<file path="src/rtl/assert_macros.svh">
// Assertion macros shared by the RTL.
// Define ASSERT_OFF to compile the assertions out.
`ifndef ASSERT_MACROS_SVH
`define ASSERT_MACROS_SVH
`ifndef ASSERT_OFF
`define ASSERT_ALWAYS(label, clk, rst_n, cond, msg) \
  label: assert property (@(posedge clk) disable iff (!rst_n) (cond)) else $error(msg);
`define ASSERT_NEXT(label, clk, rst_n, ante, cons, msg) \
  label: assert property (@(posedge clk) disable iff (!rst_n) (ante) |=> (cons)) \
    else $error(msg);
`else
`define ASSERT_ALWAYS(label, clk, rst_n, cond, msg)
`define ASSERT_NEXT(label, clk, rst_n, ante, cons, msg)
`endif
`endif

</file>
<file path="src/rtl/blsd_pkg.sv">
// Types and constants of the button/lock scan debouncer.
// No dependencies.
`default_nettype none
package blsd_pkg;

  localparam int ButtonCount = 128;
  localparam int LockCount   = 40;
  localparam int SlotCount   = 5;
  localparam int LockIdxW    = $clog2(LockCount);
  localparam int SlotIdxW    = $clog2(SlotCount);

  localparam logic [7:0] LockOpenFlag = 8'h80;
  localparam logic [7:0] ButtonTicksReset = 8'd4;
  localparam logic [7:0] LockTicksReset = 8'd80;

  localparam logic CfgButtonTicks = 1'b0;
  localparam logic CfgLockTicks   = 1'b1;

  typedef enum logic [2:0] {
    ModeTick       = 3'd0,
    ModeScanStart  = 3'd1,
    ModeButtonBit  = 3'd2,
    ModeLockBit    = 3'd3,
    ModeClearBtn   = 3'd4,
    ModeClearLock  = 3'd5,
    ModeSetLockExp = 3'd6
  } mode_t;

  typedef enum logic [1:0] {
    PassNone   = 2'd0,
    PassDetect = 2'd1,
    PassCommit = 2'd2
  } pass_t;

  typedef struct packed {
    logic [2:0] mode;
    logic [7:0] position;
    logic       level;
  } in_item_t;

  typedef struct packed {
    logic       recorded;
    logic       event_is_lock;
    logic [7:0] event_code;
    logic [2:0] slot_used;
    logic       settle_pending;
    logic       button_store_full;
    logic       lock_store_full;
  } out_item_t;

endpackage
`default_nettype wire

</file>
<file path="src/rtl/button_lock_scan_debouncer_unit.sv">
// Button/lock scan debouncer: settle countdown, slot stores and lock-open bits.
// Depends on blsd_pkg and assert_macros.svh.
`default_nettype none
`include "assert_macros.svh"

// Takes one scanned item per cycle while in_stall is low and returns one
// registered result per item. The rate is one item per clock when not stalled:
// every state update (the countdown, the first-free search over the five slots
// of each store and the lock-open bit vector) finishes in the cycle of the
// transfer. A two-entry output stage (result register plus skid register)
// takes one more item while the result side stalls; in_stall rises only when
// both entries hold results. Configuration writes take effect at once.
module button_lock_scan_debouncer_unit
  import blsd_pkg::*;
(
  input  wire logic      clk,
  input  wire logic      rst_n,
  input  wire logic      in_valid,
  output logic           in_stall,
  input  wire in_item_t  in_data,
  output logic           out_valid,
  input  wire logic      out_stall,
  output out_item_t      out_data,
  input  wire logic      cfg_we,
  input  wire logic      cfg_index,
  input  wire logic [7:0] cfg_wdata
);

  logic [7:0] btn_ticks_r, lock_ticks_r;
  logic       pending_r, pending_nxt;
  logic [7:0] count_r, count_nxt;
  pass_t      pass_r, pass_nxt;
  logic       bstop_r, bstop_nxt, lstop_r, lstop_nxt;
  logic [7:0] bslots_r [SlotCount];
  logic [7:0] bslots_nxt [SlotCount];
  logic [7:0] lslots_r [SlotCount];
  logic [7:0] lslots_nxt [SlotCount];
  logic [LockCount-1:0] lopen_r, lopen_nxt;

  logic      out_valid_r, skid_v_r;
  out_item_t out_data_r, skid_data_r, res;
  logic      accept, out_fire;

  logic [SlotIdxW-1:0] bfree_idx, lfree_idx;
  logic                bfree_hit, lfree_hit;
  logic [7:0]          pos;
  logic                btn_ok, lock_ok, lock_bit, lock_change;
  logic [LockIdxW-1:0] lock_idx;
  logic [7:0]          lock_code;
  logic                bfull, lfull;

  assign accept    = in_valid && !skid_v_r;
  assign in_stall  = skid_v_r;
  assign out_fire  = out_valid_r && !out_stall;
  assign out_valid = out_valid_r;
  assign out_data  = out_data_r;

  assign pos         = in_data.position;
  assign btn_ok      = (pos != 8'd0) && (pos <= 8'(ButtonCount)) && !in_data.level;
  assign lock_ok     = (pos != 8'd0) && (pos <= 8'(LockCount));
  assign lock_idx    = LockIdxW'(pos - 8'd1);
  assign lock_bit    = lock_ok ? lopen_r[lock_idx] : 1'b0;
  assign lock_change = lock_ok && (in_data.level == lock_bit);
  assign lock_code   = in_data.level ? pos : (pos | LockOpenFlag);

  always_comb begin
    bfree_idx = '0;
    bfree_hit = 1'b0;
    lfree_idx = '0;
    lfree_hit = 1'b0;
    for (int k = SlotCount - 1; k >= 0; k--) begin
      if (bslots_r[k] == 8'd0) begin
        bfree_idx = SlotIdxW'(k);
        bfree_hit = 1'b1;
      end
      if (lslots_r[k] == 8'd0) begin
        lfree_idx = SlotIdxW'(k);
        lfree_hit = 1'b1;
      end
    end
  end

  always_comb begin
    pending_nxt = pending_r;
    count_nxt   = count_r;
    pass_nxt    = pass_r;
    bstop_nxt   = bstop_r;
    lstop_nxt   = lstop_r;
    bslots_nxt  = bslots_r;
    lslots_nxt  = lslots_r;
    lopen_nxt   = lopen_r;
    res         = '0;
    if (accept) begin
      case (mode_t'(in_data.mode))
        ModeTick: begin
          if (count_r != 8'd0) count_nxt = count_r - 8'd1;
        end
        ModeScanStart: begin
          bstop_nxt = 1'b0;
          lstop_nxt = 1'b0;
          if (!pending_r) begin
            pass_nxt = PassDetect;
          end else if (count_r == 8'd0) begin
            pending_nxt = 1'b0;
            pass_nxt    = PassCommit;
          end else begin
            pass_nxt = PassNone;
          end
        end
        ModeButtonBit: begin
          if (btn_ok && pass_r == PassDetect) begin
            pending_nxt = 1'b1;
            count_nxt   = btn_ticks_r;
          end else if (btn_ok && pass_r == PassCommit && !bstop_r) begin
            if (bfree_hit) begin
              bslots_nxt[bfree_idx] = pos;
              res.recorded   = 1'b1;
              res.event_code = pos;
              res.slot_used  = 3'(bfree_idx);
            end else begin
              bstop_nxt = 1'b1;
            end
          end
        end
        ModeLockBit: begin
          if (lock_change && pass_r == PassDetect) begin
            pending_nxt = 1'b1;
            count_nxt   = lock_ticks_r;
          end else if (lock_change && pass_r == PassCommit && !lstop_r) begin
            if (lfree_hit) begin
              lslots_nxt[lfree_idx] = lock_code;
              lopen_nxt[lock_idx]   = ~in_data.level;
              res.recorded      = 1'b1;
              res.event_is_lock = 1'b1;
              res.event_code    = lock_code;
              res.slot_used     = 3'(lfree_idx);
            end else begin
              lstop_nxt = 1'b1;
            end
          end
        end
        ModeClearBtn: begin
          if (pos < 8'(SlotCount)) bslots_nxt[SlotIdxW'(pos)] = 8'd0;
        end
        ModeClearLock: begin
          if (pos < 8'(SlotCount)) lslots_nxt[SlotIdxW'(pos)] = 8'd0;
        end
        ModeSetLockExp: begin
          if (lock_ok) lopen_nxt[lock_idx] = in_data.level;
        end
        default: begin
        end
      endcase
    end
    bfull = 1'b1;
    lfull = 1'b1;
    for (int k = 0; k < SlotCount; k++) begin
      if (bslots_nxt[k] == 8'd0) bfull = 1'b0;
      if (lslots_nxt[k] == 8'd0) lfull = 1'b0;
    end
    res.settle_pending    = pending_nxt;
    res.button_store_full = bfull;
    res.lock_store_full   = lfull;
  end

  always_ff @(posedge clk) begin
    if (!rst_n) begin
      btn_ticks_r  <= ButtonTicksReset;
      lock_ticks_r <= LockTicksReset;
      pending_r    <= 1'b0;
      count_r      <= 8'd0;
      pass_r       <= PassNone;
      bstop_r      <= 1'b0;
      lstop_r      <= 1'b0;
      lopen_r      <= '0;
      out_valid_r  <= 1'b0;
      skid_v_r     <= 1'b0;
      for (int k = 0; k < SlotCount; k++) begin
        bslots_r[k] <= 8'd0;
        lslots_r[k] <= 8'd0;
      end
    end else begin
      if (cfg_we) begin
        if (cfg_index == CfgButtonTicks) btn_ticks_r <= cfg_wdata;
        if (cfg_index == CfgLockTicks) lock_ticks_r <= cfg_wdata;
      end
      pending_r <= pending_nxt;
      count_r   <= count_nxt;
      pass_r    <= pass_nxt;
      bstop_r   <= bstop_nxt;
      lstop_r   <= lstop_nxt;
      lopen_r   <= lopen_nxt;
      bslots_r  <= bslots_nxt;
      lslots_r  <= lslots_nxt;
      if (!out_valid_r || out_fire) begin
        out_valid_r <= skid_v_r || accept;
        skid_v_r    <= 1'b0;
      end else if (accept) begin
        skid_v_r <= 1'b1;
      end
    end
  end

  always_ff @(posedge clk) begin
    if (!out_valid_r || out_fire) begin
      out_data_r <= skid_v_r ? skid_data_r : res;
    end else if (accept) begin
      skid_data_r <= res;
    end
  end

  `ASSERT_ALWAYS(a_skid_needs_out, clk, rst_n, !skid_v_r || out_valid_r,
                 "skid entry held without a result in the output register")
  `ASSERT_ALWAYS(a_idle_fields_zero, clk, rst_n,
                 !(out_valid_r && !out_data_r.recorded) ||
                 (out_data_r.event_code == 8'd0 && out_data_r.slot_used == 3'd0 &&
                  !out_data_r.event_is_lock),
                 "event fields not zero on a result without a record")
  `ASSERT_ALWAYS(a_slot_range, clk, rst_n,
                 !(out_valid_r && out_data_r.recorded) ||
                 (out_data_r.slot_used < 3'(SlotCount)),
                 "recorded slot index beyond the store")
  `ASSERT_NEXT(a_stall_to_skid, clk, rst_n,
               accept && out_valid_r && out_stall, skid_v_r,
               "transfer during output stall not held in the skid register")

endmodule
`default_nettype wire
</file>
<file path="config.mk">
export PLATFORM = sky130hd
export DESIGN_NAME = button_lock_scan_debouncer_unit
export DESIGN_NICKNAME = d
export VERILOG_FILES = /design/src/rtl/blsd_pkg.sv /design/src/rtl/button_lock_scan_debouncer_unit.sv
export VERILOG_INCLUDE_DIRS = /design/src /design/src/rtl
export SDC_FILE = /design/constraint.sdc
export NUM_CORES = 1
export LEC_CHECK = 0
export BUFFER_PORTS_ARGS = -buffer_cell sky130_fd_sc_hd__buf_2
export CORE_ASPECT_RATIO = 0.6
export CORE_MARGIN = 2
export CORE_UTILIZATION = 38
export CTS_CLUSTER_DIAMETER = 30
export DETAILED_ROUTE_END_ITERATION = 10
export HOLD_SLACK_MARGIN = 0.02
export PLACE_DENSITY = 0.59
export SYNTH_ARGS = -nofsm -noshare
export SYNTH_HDL_FRONTEND = slang
export SYNTH_SLANG_ARGS = --single-unit
</file>
<file path="constraint.sdc">
create_clock -name clk -period 4.7 [get_ports clk]
set_clock_uncertainty 0.15 [all_clocks]
set_input_delay 0.705 -clock clk [delete_from_list [all_inputs] [get_ports clk]]
set_output_delay 0.705 -clock clk [all_outputs]
set_load 0.05 [all_outputs]
</file>
==> metrics.md <==
| Metric | Value |
|---|---|
| Cell Area, Synth | `just under 9000 um^2` |
| Mean routed wirelength per cell | `18.72 um` |
| Final Max Slew Viols | `0` |
| Most Frequent Cell on Critical Path | `nand3_1` |
| Critical Path AT | `~4.4 ns` |
| RR Startpoint | `lslots_r[8]` |
| Max Cap Viol | `0` |
| Largest net degree at the start of global routing | `between 60 and 70` |
| Initial Util | `between 30% and 40%` |
| Grt total ovfl | `0` |
| Syn_nets | `approximately 1100` |
| Synth Area per Inst | `between 8 and 9 um^2` |
| Yosys Warn Count | `0` |
| Clock tree buffer depth | `2` |
| Final Cycle Share | `between 90% and 100%` |
| Largest stage delay, worst path | `around 0.85 ns` |
| FFs w/ async S/R, synth | `0%` |
| Critical path, cell by cell | `buf_2 > inv_1 > ha_1 > xnor2_1 > buf_4 > nor3_1 > o21ai_0 > nand3_1 > nand3_1 > a21oi_2 > o21ai_1 > a211oi_1 > o41ai_1` |
| Synth Register Bits | `183` |
| Synth unique cells | `71` |
| CTS tree | `yes` |
| Gpl congestion | `a little over 0.9` |
| CP Buf/Inv Count | `3` |
| Global-route wire length before repair | `42390 um` |
| Synth Instances | `between 1000 and 1500` |
| Area post-placement | `about 9500 um^2` |
| Initial antenna violation count | `0` |
| Htree depth | `4` |
| DRC | `0` |
| Row count | `43` |
| Setup ws final | `~0.45 ns` |
| Gr usage total | `between 20% and 30%` |
| Design area | `a little over 10000 um^2` |
| Most used DFF post-synth | `dfxtp_1` |
| Hold path depth | `2` |
| Final setup vio count | `0` |
| Number of nets in the layout | `1116` |
| Core Area | `23080 um^2` |
| Critical setup path kind | `primary input to register` |
| Post_cts resized | `0` |
| Detailed placement HPWL | `between 15000 and 20000 um` |
| PD cells | `332.1 nW/um^2` |
| Worst Hold Class | `register to register` |
| Min-delay src | `lslots_r[30]` |
| EDFF count, synth | `32` |
| Reg2reg end | `out_data[0]` |
| Reg clk slew, reported paths | `about 0.07 ns` |
| Vias in the first global route | `between 7000 and 8000` |
| Dpl ws | `between 0.04 and 0.05 ns` |
| Initial detailed-routing violation count | `685` |
| CP top delay family | `compound AO/OA/AOI/OAI gates` |
| Die ar. | `approximately 25000 um^2` |
| WP depth | `13` |
| Port-buffer cells | `43` |
| Via count | `~8200` |
| Chip Height | `122.7 um` |
| Hold EP | `lslots_r[30]` |
| Root buffer cell | `clkbuf_16` |
| Critical-path top delay cell | `xnor2_1` |
| Die W | `just over 200 um` |
| Worst rel slew slack | `around 30%` |
| CP max FO | `11` |
| Unrepaired setup endpoints after global routing | `false` |
| Post-CTS setup buffers | `0` |
| Critical Path RT | `4.82 ns` |
| Seq/Total Area, Yosys | `approximately 45%` |
| Avg Vias per Cell | `between 5 and 6` |
| Reg2reg path depth | `10` |
| P&R area growth vs syn | `13.24%` |
| Worst skew pair latency | `roughly 0.46 ns` |
| Crit path launch | `in_data[1]` |
| P_leak | `approximately 0.0037 uW` |
| Status | `finished, final reports clean` |
| Max Clk Rate | `0.2354 GHz` |
| Layout cells sized above 1 | `roughly 13%` |
| Post-CTS Hold Fix Bufs | `0` |
| Slew @ Worst Pin | `around 1.0 ns` |
| Reg2Reg Setup Slack | `~1.2 ns` |
| VDD IR max | `between 0.0002 and 0.00025 V` |
| TritonCTS Sinks | `around 180` |
| Crit path time final | `4.248 ns` |
| Setup crit end kind | `register` |
| N_diodes | `0` |
| Num CTS Buffers | `17` |
| Drt pass-1 iters | `6` |
| CP Launch Type | `primary input` |
| Fin. Hold Viols | `0` |
| ANT nets after route | `0` |
| Final WL | `between 20000 and 30000 um` |
| I/O pin count | `44` |
| Final TNS setup | `0 ns` |
-- kinds of logic after synthesis --
logic type               Yosys count  synth area share [%]
buffers and inverters             83                 3.647
AO/OA/AOI/OAI                    260                 19.98
AND/OR/NAND/NOR                  472                 24.57
multiplexers                      46                 5.794
XOR/XNOR                           8                0.7857
flip-flops                       183                 44.67
adder cells (fa/ha/maj)            4                0.5612
-- power breakdown --
part / internal [uW] / leakage (uW) / switching, uW
registers: 1610 / 0.00154 / 11.5
logic: 93.7 / 0.00188 / 251
clock network: 698 / 0.000268 / 686
total: 2410 / 0.00368 / 948
-- worst min-delay path, cell delays in order (launching register included) --
cell	delay, ns
dfxtp_1	0.32
nand2_1	0.05
a21oi_1	0.03
-- layer usage --
layer	global-route usage, %	part of all wire (%)	vias to the layer above
li1	-	-	3926
met1	35.18	54	3914
met2	28.87	38	301
met3	4.806	7.5	29
met4	5.653	1.2	0
met5	0	0	-
-- sequential cells by signal (all words and copies together), names as in the netlist --
name and count:
lopen_r 40, btn_ticks_r 8, skid_data_r 16, pending_r 1, out_data 16, out_valid 1, bslots_r 40, pass_r 2
lslots_r 40, bstop_r 1, in_stall 1, count_r 8, lstop_r 1, lock_ticks_r 8
-- stage by stage --
step           power [uW]  hold WS [ns]  utilization (%)  instances
3_5_place_dp         2000        0.2857            41.32       1382
3_3_place_gp         1998        0.2879            41.32       1382
6_report             3354        0.2904            43.76       1414
2_1_floorplan        1887        0.2621                -       1056
4_1_cts              3383        0.2955            43.76       1414
5_1_grt              3479        0.3177            43.76       1414
-- cell usage in the layout, fill, tap and decap left out, types with 6 or more instances in the layout --
cell type | netlist | layout
nand4_1 | 18 | 18
buf_4 | 1 | 38
xnor2_1 | 6 | 6
nor4_1 | 15 | 15
nand2b_1 | 8 | 8
nand3_1 | 27 | 27
nor2_1 | 110 | 110
o311ai_0 | 11 | 11
buf_2 | 7 | 43
inv_6 | 0 | 6
edfxtp_1 | 32 | 32
nand2_1 | 181 | 181
o31ai_1 | 7 | 7
a31oi_1 | 9 | 9
nor2b_1 | 8 | 8
and3_1 | 12 | 12
dfxtp_1 | 151 | 151
o21ai_1 | 10 | 10
nor4b_1 | 8 | 8
a32oi_1 | 6 | 6
o21ai_0 | 32 | 32
or3_1 | 8 | 8
clkbuf_16 | 0 | 17
o22ai_1 | 7 | 7
a21oi_1 | 63 | 63
mux2i_1 | 37 | 37
a211oi_1 | 9 | 9
nor3_1 | 39 | 39
inv_1 | 12 | 12
a22oi_1 | 45 | 45
a22o_1 | 9 | 9
and2_1 | 19 | 19
-- cell type report --
| type | count | area [um^2] |
|---|---|---|
| clock buffers | 17 | 425.4 |
| clock inverters | 15 | 137.6 |
| fillers | 2327 | 12980 |
| inverters | 13 | 48.80 |
| multi-input cells | 790 | 4609 |
| flip-flops and latches | 183 | 3984 |
| well taps | 315 | 394.1 |
| repair buffers | 81 | 500.5 |
-- worst max-delay path by stage --
stage                        end
CTS                 out_data[10]
floorplan            lopen_r[12]
detailed placement  out_data[12]
global route         out_data[0]
global placement     out_data[0]
finish               out_data[0]
-- cells in the mapped netlist (all sizes together), types with 4 or more instances --
cell type / instances / area (um^2)
a2111oi: 4 / 41.29
o31ai: 7 / 52.55
nor4: 15 / 93.84
o21a: 4 / 30.03
edfxtp: 32 / 960.9
buf: 10 / 50.05
a21o: 4 / 30.03
o211ai: 5 / 37.54
a32oi: 6 / 52.55
clkbuf: 60 / 226.5
or3: 8 / 50.05
nand2: 181 / 679.4
a21oi: 66 / 341.6
a22oi: 45 / 337.8
a31oi: 9 / 56.30
dfxtp: 151 / 3023
o311ai: 11 / 96.34
mux4: 4 / 90.09
nand4: 18 / 112.6
nand2b: 8 / 50.05
o22ai: 7 / 43.79
nor2: 111 / 419.2
and3: 12 / 75.07
ha: 4 / 50.05
a22o: 9 / 78.83
o41ai: 5 / 43.79
nand3: 27 / 135.1
xnor2: 6 / 52.55
mux2: 5 / 56.30
or4: 6 / 48.80
nor2b: 8 / 50.05
a211oi: 11 / 92.58
and2: 20 / 125.1
o21ai: 42 / 210.2
mux2i: 37 / 370.4
nor3: 40 / 205.2
nor4b: 8 / 70.07
inv: 12 / 45.04
Note: power is estimated with default switching activity, not from simulation.
